$ cat config.mk
export PLATFORM = sky130hd
export DESIGN_NAME = one_wire_bus_master_unit
export DESIGN_NICKNAME = d
export VERILOG_FILES = /design/src/hw/rtl/owbm_pkg.sv /design/src/hw/rtl/owbm_cfg.sv /design/src/hw/rtl/owbm_step.sv /design/src/hw/rtl/one_wire_bus_master_unit.sv
export SDC_FILE = /design/constraint.sdc
export NUM_CORES = 1
export LEC_CHECK = 0
export ABC_CLOCK_PERIOD_IN_PS = 5900
export CAP_MARGIN = 15
export CORE_MARGIN = 8
export CORE_UTILIZATION = 42
export DETAILED_ROUTE_END_ITERATION = 8
export DONT_BUFFER_PORTS = 1
export GPL_TIMING_DRIVEN = 0
export SETUP_SLACK_MARGIN = 0.15
export SYNTH_ARGS = -nofsm -noshare
export SYNTH_HDL_FRONTEND = slang
export SYNTH_SLANG_ARGS = --single-unit
$ cat constraint.sdc
create_clock -name clk -period 5.9 [get_ports clk]
set_input_delay 0.59 -clock clk [delete_from_list [all_inputs] [get_ports clk]]
set_output_delay 0.59 -clock clk [all_outputs]
set_load 0.05 [all_outputs]
$ cat src/hw/rtl/owbm_pkg.sv
// Package for the single-wire bus master: command and register codes,
// register widths and reset values, and the structs shared between modules.
// No dependencies.
package owbm_pkg;

    localparam int TIMER_BITS_DEFAULT = 10;

    localparam int CFG_DATA_W  = 10;
    localparam int CFG_INDEX_W = 3;

    typedef enum logic [1:0] {
        CMD_TICK  = 2'd0,
        CMD_RESET = 2'd1,
        CMD_WRITE = 2'd2,
        CMD_READ  = 2'd3
    } cmd_t;

    typedef enum logic [CFG_INDEX_W-1:0] {
        REG_RESET_LOW     = 3'd0,
        REG_RESET_RELEASE = 3'd1,
        REG_PRESENCE_WAIT = 3'd2,
        REG_SHORT_LOW     = 3'd3,
        REG_LONG_SLOT     = 3'd4,
        REG_READ_SAMPLE   = 3'd5,
        REG_READ_RECOVER  = 3'd6
    } reg_index_t;

    localparam logic [9:0] RESET_LOW_INIT     = 10'd750;
    localparam logic [7:0] RESET_RELEASE_INIT = 8'd20;
    localparam logic [9:0] PRESENCE_WAIT_INIT = 10'd200;
    localparam logic [3:0] SHORT_LOW_INIT     = 4'd2;
    localparam logic [6:0] LONG_SLOT_INIT     = 7'd60;
    localparam logic [3:0] READ_SAMPLE_INIT   = 4'd12;
    localparam logic [7:0] READ_RECOVER_INIT  = 8'd50;

    typedef struct packed {
        logic [9:0] reset_low_time;
        logic [7:0] reset_release_time;
        logic [9:0] presence_wait_limit;
        logic [3:0] short_low_time;
        logic [6:0] long_slot_time;
        logic [3:0] read_sample_delay;
        logic [7:0] read_recover_time;
    } cfg_t;

    typedef struct packed {
        logic       drive_low;
        logic       busy_res;
        logic       done_res;
        logic       status;
        logic [7:0] rx_byte;
    } res_t;

endpackage

$ cat src/hw/rtl/owbm_cfg.sv
// Timing register file of the single-wire bus master.
// Depends on owbm_pkg.
module owbm_cfg
(
    input  logic                              clk,
    input  logic                              rst_n,
    input  logic                              cfg_we,
    input  logic [owbm_pkg::CFG_INDEX_W-1:0]  cfg_index,
    input  logic [owbm_pkg::CFG_DATA_W-1:0]   cfg_data,
    output owbm_pkg::cfg_t                    cfg
);

    owbm_pkg::cfg_t cfg_reg;

    always_ff @(posedge clk or negedge rst_n)
    begin
        if (!rst_n)
        begin
            cfg_reg.reset_low_time      <= owbm_pkg::RESET_LOW_INIT;
            cfg_reg.reset_release_time  <= owbm_pkg::RESET_RELEASE_INIT;
            cfg_reg.presence_wait_limit <= owbm_pkg::PRESENCE_WAIT_INIT;
            cfg_reg.short_low_time      <= owbm_pkg::SHORT_LOW_INIT;
            cfg_reg.long_slot_time      <= owbm_pkg::LONG_SLOT_INIT;
            cfg_reg.read_sample_delay   <= owbm_pkg::READ_SAMPLE_INIT;
            cfg_reg.read_recover_time   <= owbm_pkg::READ_RECOVER_INIT;
        end
        else if (cfg_we)
        begin
            case (cfg_index)
                owbm_pkg::REG_RESET_LOW:
                    cfg_reg.reset_low_time <= cfg_data[9:0];
                owbm_pkg::REG_RESET_RELEASE:
                    cfg_reg.reset_release_time <= cfg_data[7:0];
                owbm_pkg::REG_PRESENCE_WAIT:
                    cfg_reg.presence_wait_limit <= cfg_data[9:0];
                owbm_pkg::REG_SHORT_LOW:
                    cfg_reg.short_low_time <= cfg_data[3:0];
                owbm_pkg::REG_LONG_SLOT:
                    cfg_reg.long_slot_time <= cfg_data[6:0];
                owbm_pkg::REG_READ_SAMPLE:
                    cfg_reg.read_sample_delay <= cfg_data[3:0];
                owbm_pkg::REG_READ_RECOVER:
                    cfg_reg.read_recover_time <= cfg_data[7:0];
                default:
                begin
                end
            endcase
        end
    end

    assign cfg = cfg_reg;

endmodule

$ cat src/hw/rtl/owbm_step.sv
// Slot sequencer of the single-wire bus master: phase, timer, bit counter and
// shift register, advanced by one tick per accepted beat. Depends on owbm_pkg.
module owbm_step
#(
    parameter int TIMER_BITS = owbm_pkg::TIMER_BITS_DEFAULT
)
(
    input  logic            clk,
    input  logic            rst_n,
    input  logic            step_en,
    input  logic [1:0]      cmd,
    input  logic [7:0]      tx_byte,
    input  logic            bus_level,
    input  owbm_pkg::cfg_t  cfg,
    output owbm_pkg::res_t  res
);

    localparam int CMP_W = (TIMER_BITS + 1 > owbm_pkg::CFG_DATA_W) ?
                           TIMER_BITS + 1 : owbm_pkg::CFG_DATA_W;

    typedef enum logic [3:0] {
        PH_IDLE,
        PH_RST_LOW,
        PH_RST_REL,
        PH_PRES_LOW,
        PH_PRES_HIGH,
        PH_WR_LOW,
        PH_WR_HIGH,
        PH_RD_LOW,
        PH_RD_REL,
        PH_RD_REC
    } phase_t;

    phase_t                  phase_reg, phase_next, phase_cur;
    logic [TIMER_BITS-1:0]   tick_reg, tick_next, tick_cur;
    logic [2:0]              bit_reg, bit_next, bit_cur;
    logic [7:0]              shift_reg, shift_next, shift_cur;
    logic                    pres_reg, pres_next;
    logic [7:0]              rd_reg, rd_next;

    logic                         start;
    logic [owbm_pkg::CFG_DATA_W-1:0] dur;
    logic [CMP_W-1:0]             inc_w;
    logic [CMP_W-1:0]             dur_w;
    logic [CMP_W-1:0]             tmax_w;
    logic                         over;
    logic [TIMER_BITS-1:0]        tick_adv;
    logic                         drive;
    logic                         done;

    always_comb
    begin
        start     = (phase_reg == PH_IDLE) && (cmd != owbm_pkg::CMD_TICK);
        phase_cur = phase_reg;
        tick_cur  = tick_reg;
        bit_cur   = bit_reg;
        shift_cur = shift_reg;
        if (start)
        begin
            tick_cur = '0;
            bit_cur  = '0;
            case (cmd)
                owbm_pkg::CMD_RESET:
                    phase_cur = PH_RST_LOW;
                owbm_pkg::CMD_WRITE:
                begin
                    phase_cur = PH_WR_LOW;
                    shift_cur = tx_byte;
                end
                default:
                begin
                    phase_cur = PH_RD_LOW;
                    shift_cur = '0;
                end
            endcase
        end
    end

    always_comb
    begin
        case (phase_cur)
            PH_RST_LOW:   dur = cfg.reset_low_time;
            PH_RST_REL:   dur = 10'(cfg.reset_release_time);
            PH_PRES_LOW,
            PH_PRES_HIGH: dur = cfg.presence_wait_limit;
            PH_WR_LOW:    dur = shift_cur[0] ? 10'(cfg.short_low_time)
                                             : 10'(cfg.long_slot_time);
            PH_WR_HIGH:   dur = shift_cur[0] ? 10'(cfg.long_slot_time)
                                             : 10'(cfg.short_low_time);
            PH_RD_LOW:    dur = 10'(cfg.short_low_time);
            PH_RD_REL:    dur = 10'(cfg.read_sample_delay);
            PH_RD_REC:    dur = 10'(cfg.read_recover_time);
            default:      dur = '0;
        endcase
        inc_w    = CMP_W'(tick_cur) + CMP_W'(1);
        dur_w    = CMP_W'(dur);
        tmax_w   = CMP_W'({TIMER_BITS{1'b1}});
        over     = (inc_w >= dur_w) || (inc_w >= tmax_w);
        tick_adv = over ? '0 : inc_w[TIMER_BITS-1:0];
    end

    always_comb
    begin
        phase_next = phase_cur;
        tick_next  = tick_cur;
        bit_next   = bit_cur;
        shift_next = shift_cur;
        pres_next  = pres_reg;
        rd_next    = rd_reg;
        drive      = 1'b0;
        done       = 1'b0;
        case (phase_cur)
            PH_RST_LOW:
            begin
                drive     = 1'b1;
                tick_next = tick_adv;
                if (over)
                begin
                    phase_next = PH_RST_REL;
                end
            end
            PH_RST_REL:
            begin
                tick_next = tick_adv;
                if (over)
                begin
                    phase_next = PH_PRES_LOW;
                end
            end
            PH_PRES_LOW:
            begin
                if (!bus_level)
                begin
                    tick_next  = '0;
                    phase_next = PH_PRES_HIGH;
                end
                else
                begin
                    tick_next = tick_adv;
                    if (over)
                    begin
                        pres_next  = 1'b1;
                        phase_next = PH_IDLE;
                        done       = 1'b1;
                    end
                end
            end
            PH_PRES_HIGH:
            begin
                if (bus_level)
                begin
                    tick_next  = '0;
                    pres_next  = 1'b0;
                    phase_next = PH_IDLE;
                    done       = 1'b1;
                end
                else
                begin
                    tick_next = tick_adv;
                    if (over)
                    begin
                        pres_next  = 1'b1;
                        phase_next = PH_IDLE;
                        done       = 1'b1;
                    end
                end
            end
            PH_WR_LOW:
            begin
                drive     = 1'b1;
                tick_next = tick_adv;
                if (over)
                begin
                    phase_next = PH_WR_HIGH;
                end
            end
            PH_WR_HIGH:
            begin
                tick_next = tick_adv;
                if (over)
                begin
                    if (bit_cur == 3'd7)
                    begin
                        phase_next = PH_IDLE;
                        done       = 1'b1;
                    end
                    else
                    begin
                        shift_next = {1'b0, shift_cur[7:1]};
                        bit_next   = bit_cur + 3'd1;
                        phase_next = PH_WR_LOW;
                    end
                end
            end
            PH_RD_LOW:
            begin
                drive     = 1'b1;
                tick_next = tick_adv;
                if (over)
                begin
                    phase_next = PH_RD_REL;
                end
            end
            PH_RD_REL:
            begin
                tick_next = tick_adv;
                if (over)
                begin
                    shift_next = {bus_level, shift_cur[7:1]};
                    phase_next = PH_RD_REC;
                end
            end
            PH_RD_REC:
            begin
                tick_next = tick_adv;
                if (over)
                begin
                    if (bit_cur == 3'd7)
                    begin
                        rd_next    = shift_cur;
                        phase_next = PH_IDLE;
                        done       = 1'b1;
                    end
                    else
                    begin
                        bit_next   = bit_cur + 3'd1;
                        phase_next = PH_RD_LOW;
                    end
                end
            end
            default:
            begin
            end
        endcase
    end

    always_ff @(posedge clk or negedge rst_n)
    begin
        if (!rst_n)
        begin
            phase_reg <= PH_IDLE;
            tick_reg  <= '0;
            bit_reg   <= '0;
            shift_reg <= '0;
            pres_reg  <= 1'b0;
            rd_reg    <= '0;
        end
        else if (step_en)
        begin
            phase_reg <= phase_next;
            tick_reg  <= tick_next;
            bit_reg   <= bit_next;
            shift_reg <= shift_next;
            pres_reg  <= pres_next;
            rd_reg    <= rd_next;
        end
    end

    assign res.drive_low = drive;
    assign res.busy_res  = (phase_cur != PH_IDLE);
    assign res.done_res  = done;
    assign res.status    = pres_next;
    assign res.rx_byte   = rd_next;

endmodule

$ cat src/hw/rtl/one_wire_bus_master_unit.sv
// Top level of the single-wire bus master: input handshake, timing registers,
// slot sequencer and the output register. Depends on owbm_pkg, owbm_cfg and
// owbm_step.
//
// Each input beat is one 1 us tick: cmd, tx_byte and the sampled bus_level.
// A command other than tick-only starts a reset with presence detect, a byte
// write or a byte read when the master is idle; while busy it is ignored.
// Every accepted beat produces exactly one output beat carrying drive_low,
// busy_res, done_res, status and rx_byte.
// The result of a beat accepted at one edge is valid after that edge.
// Throughput is one beat per cycle while in_stall is low, set by the single
// registered pass through the slot sequencer.
// in_stall is raised only while a result is held and out_stall is high, so
// the sequencer and its timer advance only on accepted beats.
// Timing registers are written through cfg_we, cfg_index and cfg_data; the user
// must do so only while the master is idle; the block does not enforce it.
// Reset sets the defaults, idles the sequencer and empties the output register.
module one_wire_bus_master_unit
#(
    parameter int TIMER_BITS = owbm_pkg::TIMER_BITS_DEFAULT
)
(
    input  logic                              clk,
    input  logic                              rst_n,
    input  logic                              cfg_we,
    input  logic [owbm_pkg::CFG_INDEX_W-1:0]  cfg_index,
    input  logic [owbm_pkg::CFG_DATA_W-1:0]   cfg_data,
    input  logic                              in_valid,
    output logic                              in_stall,
    input  logic [1:0]                        cmd,
    input  logic [7:0]                        tx_byte,
    input  logic                              bus_level,
    output logic                              out_valid,
    input  logic                              out_stall,
    output logic                              drive_low,
    output logic                              busy_res,
    output logic                              done_res,
    output logic                              status,
    output logic [7:0]                        rx_byte
);

    owbm_pkg::cfg_t cfg;
    owbm_pkg::res_t res;
    owbm_pkg::res_t res_reg;
    logic           out_valid_reg, out_valid_next;
    logic           accept;

    assign in_stall = out_valid_reg && out_stall;
    assign accept   = in_valid && !in_stall;

    owbm_cfg u_cfg
    (
        .clk       (clk),
        .rst_n     (rst_n),
        .cfg_we    (cfg_we),
        .cfg_index (cfg_index),
        .cfg_data  (cfg_data),
        .cfg       (cfg)
    );

    owbm_step
    #(
        .TIMER_BITS (TIMER_BITS)
    )
    u_step
    (
        .clk       (clk),
        .rst_n     (rst_n),
        .step_en   (accept),
        .cmd       (cmd),
        .tx_byte   (tx_byte),
        .bus_level (bus_level),
        .cfg       (cfg),
        .res       (res)
    );

    always_comb
    begin
        if (accept)
        begin
            out_valid_next = 1'b1;
        end
        else if (out_stall)
        begin
            out_valid_next = out_valid_reg;
        end
        else
        begin
            out_valid_next = 1'b0;
        end
    end

    always_ff @(posedge clk or negedge rst_n)
    begin
        if (!rst_n)
        begin
            out_valid_reg <= 1'b0;
        end
        else
        begin
            out_valid_reg <= out_valid_next;
        end
    end

    always_ff @(posedge clk)
    begin
        if (accept)
        begin
            res_reg <= res;
        end
    end

    assign out_valid = out_valid_reg;
    assign drive_low = res_reg.drive_low;
    assign busy_res  = res_reg.busy_res;
    assign done_res  = res_reg.done_res;
    assign status    = res_reg.status;
    assign rx_byte   = res_reg.rx_byte;

endmodule

# After elaboration in Yosys (flattened, before gate mapping)
# Index checks and enable logic that the tools add are counted.
dict set report totals {
  reg_bits 98
  word_cells 111
  out_inout_bits 14
  in_bits 29
}
dict set report op_classes {
  n_lt_le_gt_ge 2
  addsub 2
  n_eq_ne 19
  n_reduce_logical 20
  n_mux 49
}
# cell n
set op_table {}
lappend op_table {{10-bit one-hot mux with 8 select lines} 1}
lappend op_table {{8-bit 2-to-1 mux} 7}
lappend op_table {{4-bit 2-to-1 mux} 11}
lappend op_table {{10-bit 2-to-1 mux} 4}
lappend op_table {{4-bit one-hot mux with 9 select lines} 1}
lappend op_table {{8-bit one-hot mux with 2 select lines} 2}
lappend op_table {{10-bit one-hot mux with 3 select lines} 1}
lappend op_table {{3-bit 2-to-1 mux} 6}
lappend op_table {{4-bit by 3-bit equality test with 1-bit output, second input constant} 4}
lappend op_table {{7-bit 2-to-1 mux} 2}
lappend op_table {{2-bit AND reduction} 7}
lappend op_table {{3-bit equality test, second input constant} 4}
lappend op_table {{10-bit by 1-bit adder with 11-bit output, second input constant} 1}
lappend op_table {{11-bit by 10-bit >= comparator with 1-bit output} 1}
lappend op_table {{11-bit by 10-bit >= comparator with 1-bit output, second input constant} 1}
lappend op_table {{1-bit 2-to-1 mux} 11}
lappend op_table {{4-bit by 2-bit equality test with 1-bit output, second input constant} 2}
lappend op_table {{4-bit equality test, second input constant} 2}
lappend op_table {{7-bit OR reduction} 1}
lappend op_table {{3-bit by 2-bit equality test with 1-bit output, second input constant} 2}
lappend op_table {{3-bit one-hot mux with 2 select lines} 1}
lappend op_table {{4-bit by 1-bit equality test with 1-bit output, second input constant} 1}
lappend op_table {{4-bit logical NOT} 1}
lappend op_table {{4-bit nonzero test} 1}
lappend op_table {{14 further kinds} 17}

# Depth between registers and ports, before layout
# Gate-level depths: netlist of the first run.
dict set report logic_depth {
  depth_word 11
  mapped_depth 23
  ltp_nobuf 19
}

# Cells and area by module
# From an unflattened synthesis of the first run, not the netlist that was laid out.
dict set report hier_totals {
  hier_cells 534
  hier_area_um2 5873.1
}
# module seq_area_each_um2 cells_each area_each_um2 instances
set modules_own_cells {}
lappend modules_own_cells {owbm_step 850.8 405 3364.5 1}
lappend modules_own_cells {owbm_cfg 1303.8 113 2098.3 1}
lappend modules_own_cells {one_wire_bus_master_unit 385.4 16 410.4 1}

# Worst setup path after synthesis of the first run
# Ideal clock, no wire load.
dict set report synth_path {
  kind {input -> register}
  start {input port cmd[1]}
  end {register u_step.rd_reg[0]}
  required_time_ps 5775
  stages 23
  setup_time_ps 125
  arrival_time_ps 4239
  n_path_buf 4
  slack_ps 1536
  path_cell_list {inv_1 ha_1 inv_1 nand2_1 clkbuf_1 nand2_1 inv_1 ha_1 buf_2 nand2_1 or2_2 xor2_1 nor2_1 ha_1 a211oi_1 nand3_1 a31oi_1 o21ai_2 o21a_1 buf_6 and2_4 buf_6 mux2_4}
}
dict set report synth_via {
  elab_chain_cells 10
  elab_cells_between_ends 31
  classes_between {add/sub: 1; order compare: 2; eq/ne: 12; mux: 12; reduce/logical: 4}
}
# item line
set synth_rtl {}
lappend synth_rtl {{from (decl)} one_wire_bus_master_unit.sv:30} ;# input logic [1:0] cmd,
lappend synth_rtl {{2-bit equality test, or another cell as far along} owbm_step.sv:62} ;# case (cmd)
lappend synth_rtl {{3-bit one-hot mux with 2 select lines / 1-bit logical AND (equally long branches)} {owbm_step.sv:62, owbm_step.sv:53}}
lappend synth_rtl {{4-bit 2-to-1 mux} owbm_step.sv:58} ;# if (start)
lappend synth_rtl {{4-bit by 2-bit equality test with 1-bit output / 4-bit by 3-bit equality test with 1-bit output (equally long branches)} owbm_step.sv:81} ;# case (phase_cur)
lappend synth_rtl {{2-bit OR reduction} owbm_step.sv:81}
lappend synth_rtl {{10-bit one-hot mux with 8 select lines} owbm_step.sv:81}
lappend synth_rtl {{11-bit by 10-bit >= comparator with 1-bit output} owbm_step.sv:98} ;# over = (inc_w >= dur_w) || (inc_w >= tmax_w);
lappend synth_rtl {{1-bit logical OR} owbm_step.sv:98}
lappend synth_rtl {{8-bit 2-to-1 mux} owbm_step.sv:216} ;# if (over)
lappend synth_rtl {{8-bit 2-to-1 mux *} owbm_step.sv:112} ;# case (phase_cur)
lappend synth_rtl {{to (signal assigned)} owbm_step.sv:255} ;# rd_reg <= rd_next;
lappend synth_rtl {{to (decl)} owbm_step.sv:39} ;# logic [7:0] rd_reg, rd_next;
# Every way passes the cells marked *; elsewhere a longest branch is shown, timed or not.
# A chain may end at the register's enable or synchronous reset.

==> metrics.txt, run 1 <==
ys async rst share=0.8776; Yosys top cell area share=0.2879; vias in the first global route=4,206; Fin. Hold Viols=0; Final Core Density=0.4719; CTS Buffer Depth=2; FF-to-FF End=done_res; Seq/Total Area, Yosys=0.4566; die area=0.01718 mm^2; CTS tree=yes; reg2reg setup slack=0.99 ns; status=finished clean; max FFs per register=51; fin nets=578; critical path's most frequent cell=nand2_1; Leak=2.534 nW; area of the mapped netlist=0.005563 mm^2; Reg power frac=0.341; most frequent cell after synthesis=dfrtp_1; CTS root buf=clkbuf_16; setup TNS=0 ns; total power=0.002854 W; Clock Pin Slew Worst Setup and Hold Paths=0.07 ns; largest net degree at the start of global routing=65; dominant cells by area after synthesis=dfrtp_1 29%, mux2_2 12%, dfstp_2 10%, edfxtp_1 6.5%, nand2_1 3.9%; Post-DRT Antenna Nets=0; I/O pins=43; initial antenna violation count=0; initial drt markers=281; CP Capture Type=register; worst slew pin tran=0.9627 ns; Fillers=1,204; Yosys top cell by area=dfrtp_1; first-pass GRT wire length=22.36 mm; fmax=203.5 MHz; Pwr Density=462.3 mW/mm^2; crit path launch=u_step.phase_reg[3]; Clock Power Share=0.222; sw frac=0.4054; Die Y=131.1 um; Synth cell types=62; crit-path max cell delay=0.43 ns; combinational share of power=0.438; Post-synth top cells=64 x dfrtp_1, 59 x mux2_2, 58 x nand2_1, 27 x nor2_1, 25 x o21ai_0; core area=0.01309 mm^2; routability cong.=0.8491; Crit Path Category=register to register; # diodes=0; Die Wd=131.1 um; FF-to-FF path depth=20; CP bufs+invs=4; Max-slew headroom=0.3547; fin crit period=4.915 ns; detailed placer's ending HPWL=9.358 mm; Worst Hold Class=primary input to async pin; Port Buf Inserts=0; Final Routed Wirelength=13.52 mm; Synth Register Bits=98; final setup fails=0; FP Rows=42; critical path fanouts, max=10; Synth Flop Type=dfrtp_1; synth-to-layout area growth=11.00%; delay-heaviest family, CP=simple AND/OR/NAND/NOR gates; average size of a mapped cell=10.78 um^2; clk sinks=98; via/cell ratio=5.778; total nets after synthesis=562; reg2reg start=u_step.phase_reg[3]; Max-Cap Viols=0; Avg WL per Cell=18.97 um; Initial Util=0.4251; startpoint class of the critical path=register; CP max-delay cell=nor2_1; EDFF count, synth=12; VDD IR max=173.5 uV; WP data arrival=5.02 ns; Post-CTS Setup Repair Bufs=0; # DRC=0; Overflow after GRT=0; Pre-Repair DR Iteration Count=7; Inserted Clock Buffers=9; Period Utilization, post-route=0.8330; share of post-route cells with drive strength above 1=0.2663; Warnings, synthesis=0; Fin Clk Skew=0.009757 ns; RSZ-0062 raised after global routing=no; global router's overall resource usage=0.1691; CP Cell Sequence=buf_6, nor4_4, nand2_1, clkbuf_1, nand2_1, inv_1, ha_1, buf_2, nand2_1, or2_2, xor2_1, nor2_1, ha_1, a211oi_1, nand3_1, a31oi_1, o21ai_2, nor2_1, o21ai_0, a22o_1; Worst-Skew Late Latency=0.36 ns; switching power=0.001157 W; Final Max Tran Viols=0; Worst EP required=6.00 ns; Gate Count Post-Synth=516; htree depth=3; Vias=4,120; Pint=0.001697 W
[stage by stage]
step | cell area [um^2] | hold WS, ns | worst slack [ns] | cells
2_1_floorplan | 5563 | 0.2944 | 1.536 | 516
3_3_place_gp | 5783 | 0.3010 | 0.6640 | 692
3_5_place_dp | 5812 | 0.2988 | 0.6236 | 694
4_1_cts | 6162 | 0.06882 | 0.9366 | 711
5_1_grt | 6175 | 0.06183 | 0.5193 | 713
6_report | 6175 | 0.08052 | 0.9852 | 713
[repair_timing]
action / CTS / global route
hold endpoints to repair: 64 / 0
resized for setup: 0 / 0
hold buffers: 1 / 0
[cells in the final DEF (no fill, tap or decap), types with 13 or more instances in the layout]
master,n
a21oi_1,20
a22oi_1,13
clkbuf_1,17
dfrtp_1,64
dfstp_2,22
ha_1,17
inv_1,16
mux2_2,59
nand2_1,58
nor2_1,27
o21ai_0,25
[how the worst max path moves through the flow]
| stage | end | slack (ns) | cells past startpoint |
|---|---|---|---|
| after global routing | u_step.shift_reg[3] | 0.52 | 21 |
| after global placement | done_res | 0.66 | 21 |
| after floorplan | u_step.rd_reg[0] | 1.54 | 23 |
| final | done_res | 0.99 | 20 |
| after CTS | u_step.rd_reg[7] | 0.94 | 22 |
| after detailed placement | u_step.rd_reg[3] | 0.62 | 23 |
[power by group through the flow]
| stage | clock network [W] | logic (W) | registers, W |
|---|---|---|---|
| 3_5_place_dp | 0 | 0.00123 | 0.000985 |
| 2_1_floorplan | 0 | 0.000935 | 0.000961 |
| 6_report | 0.000633 | 0.00125 | 0.000973 |
| 3_3_place_gp | 0 | 0.00122 | 0.000977 |
| 4_1_cts | 0.000650 | 0.00125 | 0.000973 |
| 5_1_grt | 0.000672 | 0.00139 | 0.000991 |
[cell type report]
| type | count | area [um^2] | area share |
|---|---|---|---|
| multi-input cells | 369 | 2796 | 0.4529 |
| flip-flops and latches | 98 | 2540 | 0.4113 |
| repair buffers | 5 | 58.81 | 0.009524 |
| inverters | 17 | 63.81 | 0.01033 |
| plain buffers | 32 | 172.7 | 0.02796 |
| well taps | 176 | 220.2 | 0.03566 |
| clock buffers | 12 | 267.8 | 0.04336 |
| clock inverters | 4 | 55.05 | 0.008916 |
[metal layers]
layer / wire, um / track usage / vias to the layer above
met3: 778 / 0.03883 / 18
met2: 6495 / 0.2796 / 101
met4: 260 / 0.06482 / 0
met1: 5989 / 0.2103 / 2058
met5: 0 / 0 / -
li1: - / - / 1943
[cells by family after synthesis]
| group | after synthesis | synth area share |
|---|---|---|
| XOR/XNOR | 9 | 0.01417 |
| adder cells (fa/ha/maj) | 17 | 0.03824 |
| buffers and inverters | 49 | 0.04251 |
| flip-flops | 98 | 0.4566 |
| AO/OA/AOI/OAI | 124 | 0.1685 |
| multiplexers | 75 | 0.1554 |
| AND/OR/NAND/NOR | 144 | 0.1246 |
Power figures use the tool's default switching activity.
==> run 2: changes to the inputs <==
Settings changed: ABC_CLOCK_PERIOD_IN_PS 5900 to 4800.
Clock period 5.9 ns to 4.8 ns, I/O delays scaled along.
==> run 2 against run 1 <==
Compared with the run above: register-to-register slack got worse by 0.60 ns; highest routed layer unchanged; cell count increased by 0.42%; critical endpoint is now u_step.rd_reg[7]; sequential share of layout area decreased by 0.70 points; utilization increased by 0.81 points; design area increased by 1.7%; combinational power increased by 33%; via count increased by 1.0%.
==> metrics.txt, run 2 (synthesis results as in run 1) <==
status=finished clean; vias in the first global route=4,164; fmax=226.5 MHz; routability cong.=0.8491; Worst EP required=5.04 ns; largest net degree at the start of global routing=87; Crit Path Category=register to register; Post-DRT Antenna Nets=0; crit path launch=u_step.phase_reg[3]; # DRC=0; Period Utilization, post-route=0.9197; max FFs per register=51; Placement Cell Area=0.005812 mm^2; VDD IR max=214.4 uV; RSZ-0062 raised after global routing=no; Pwr Density=578.3 mW/mm^2; Vias=4,161; fin nets=581; most frequent cells in the layout=64 x dfrtp_1, 59 x mux2_2, 57 x nand2_1; first-pass GRT wire length=22.02 mm; GR Layer Usage met3=0.03964; htree depth=3; Worst Hold Class=primary input to async pin; CTS tree=yes; reg2reg setup slack=0.39 ns; CP Cell Sequence=buf_6, nor4_4, nand2_2, clkbuf_4, nand2_1, inv_1, ha_1, buf_2, nand2_1, or2_2, xor2_2, nor2_1, ha_1, a211oi_2, nand3_2, a31oi_4, o21ai_4, o21a_1, buf_6, and2_4, buf_6, mux2_4; clk sinks=98; Final Routed Wirelength=13.51 mm; CTS Buffer Depth=2; Setup crit end=u_step.rd_reg[7]; startpoint class of the critical path=register; Die Wd=131.1 um; FP Rows=42; Avg WL per Cell=18.86 um; detailed placer's ending HPWL=9.358 mm; critical path's most frequent cell=buf_6; I/O pins=43; Final Max Tran Viols=0; final worst setup slack=0.3855 ns; commonest non-fill, non-tap cell in the layout=dfrtp_1; Pre-Repair DR Iteration Count=7; # diodes=0; fin crit period=4.415 ns; met1 global-route usage=0.2078; Die Y=131.1 um; critical path fanouts, max=10; core area=0.01309 mm^2; Fin Clk Skew=0.009955 ns; Leak=2.575 nW; Worst-Skew Late Latency=0.36 ns; worst hold slack=0.01633 ns; Initial Util=0.4251; Fin. Hold Viols=0; CP Capture Type=register; Max-slew headroom=0.3448; worst slew pin tran=0.9775 ns; initial drt markers=318; global router's overall resource usage=0.1664; CTS root buf=clkbuf_16; Port Buf Inserts=0; Clock Pin Slew Worst Setup and Hold Paths=0.07 ns; Overflow after GRT=0; reg2reg start=u_step.phase_reg[3]; die area=0.01718 mm^2; crit-path max cell delay=0.37 ns; global-route met2 utilization=0.2705; Final Core Density=0.4800; Inserted Clock Buffers=9; Max-Cap Viols=0; FF-to-FF path depth=22; share of post-route cells with drive strength above 1=0.2944; setup slack after placement=-0.3664 ns; final instance area=0.006281 mm^2; WP data arrival=4.66 ns; CP max-delay cell=dfrtp_1; initial antenna violation count=0; synth-to-layout area growth=12.91%; final cell count without fillers=716; FF-to-FF End=u_step.rd_reg[7]; via/cell ratio=5.811; busiest layer in global routing=met2; Inst Count DP=694; final setup fails=0
[run 2: cell types whose count changed in the layout (fill, tap and decap cells not counted), sizes merged]
| cell | previous run | this run |
|---|---|---|
| buf | 18 | 21 |
[run 2: layout make-up]
| class | count | area [um^2] |
|---|---|---|
| buffer | 32 | 177.7 |
| clock buffer | 12 | 267.8 |
| clock inverter | 4 | 55.05 |
| fill | 1199 | 6804 |
| inverter | 17 | 63.81 |
| multi-input combinational | 369 | 2875 |
| sequential | 98 | 2540 |
| tap | 176 | 220.2 |
| timing repair buffer | 8 | 81.33 |
[run 2: repair_timing]
item / CTS / global route
hold buffers: 1 / 0
endpoints found under the hold margin: 86 / 0
buffers inserted: 3 / 0
setup endpoints to repair: 43 / 43
pin swaps: 2 / 2
gates resized for setup: 4 / 15
[run 2: metal layers]
metal / share of wire / wire length [um] / vias up
met4: 0.017 / 232 / 0
li1: - / - / 1943
met1: 0.44 / 5893 / 2080
met3: 0.065 / 874 / 14
met2: 0.48 / 6505 / 124
met5: 0 / 0 / -
[run 2: worst max-delay path: cells and delay by family (launching register included)]
kind | cells | cell delay, ns
buffers and inverters | 6 | 0.90
flip-flops | 1 | 0.37
AO/OA/AOI/OAI | 4 | 0.72
multiplexers | 1 | 0.30
adder cells (fa/ha/maj) | 2 | 0.52
AND/OR/NAND/NOR | 8 | 1.24
XOR/XNOR | 1 | 0.22
[run 2: metrics by stage]
step / TNS (ns) / total power (W)
floorplan: 0 / 0.002330
global placement: -6.839 / 0.002696
CTS: 0 / 0.003558
global route: 0 / 0.003875
detailed placement: -9.171 / 0.002724
finish: 0 / 0.003633
[run 2: power breakdown]
part / internal (W) / switching (W) / total [W]
sequential: 0.00105 / 0.000147 / 0.00120
clock: 0.000453 / 0.000324 / 0.000777
combinational: 0.000640 / 0.00102 / 0.00166
[run 2: worst min-delay path by stage]
stage | start | to | depth (start not counted)
after floorplan | rst_n | out_valid | 0
after CTS | rst_n | out_valid | 1
after global routing | rst_n | out_valid | 1
after global placement | rst_n | out_valid | 0
final | rst_n | out_valid | 1
after detailed placement | rst_n | out_valid | 0
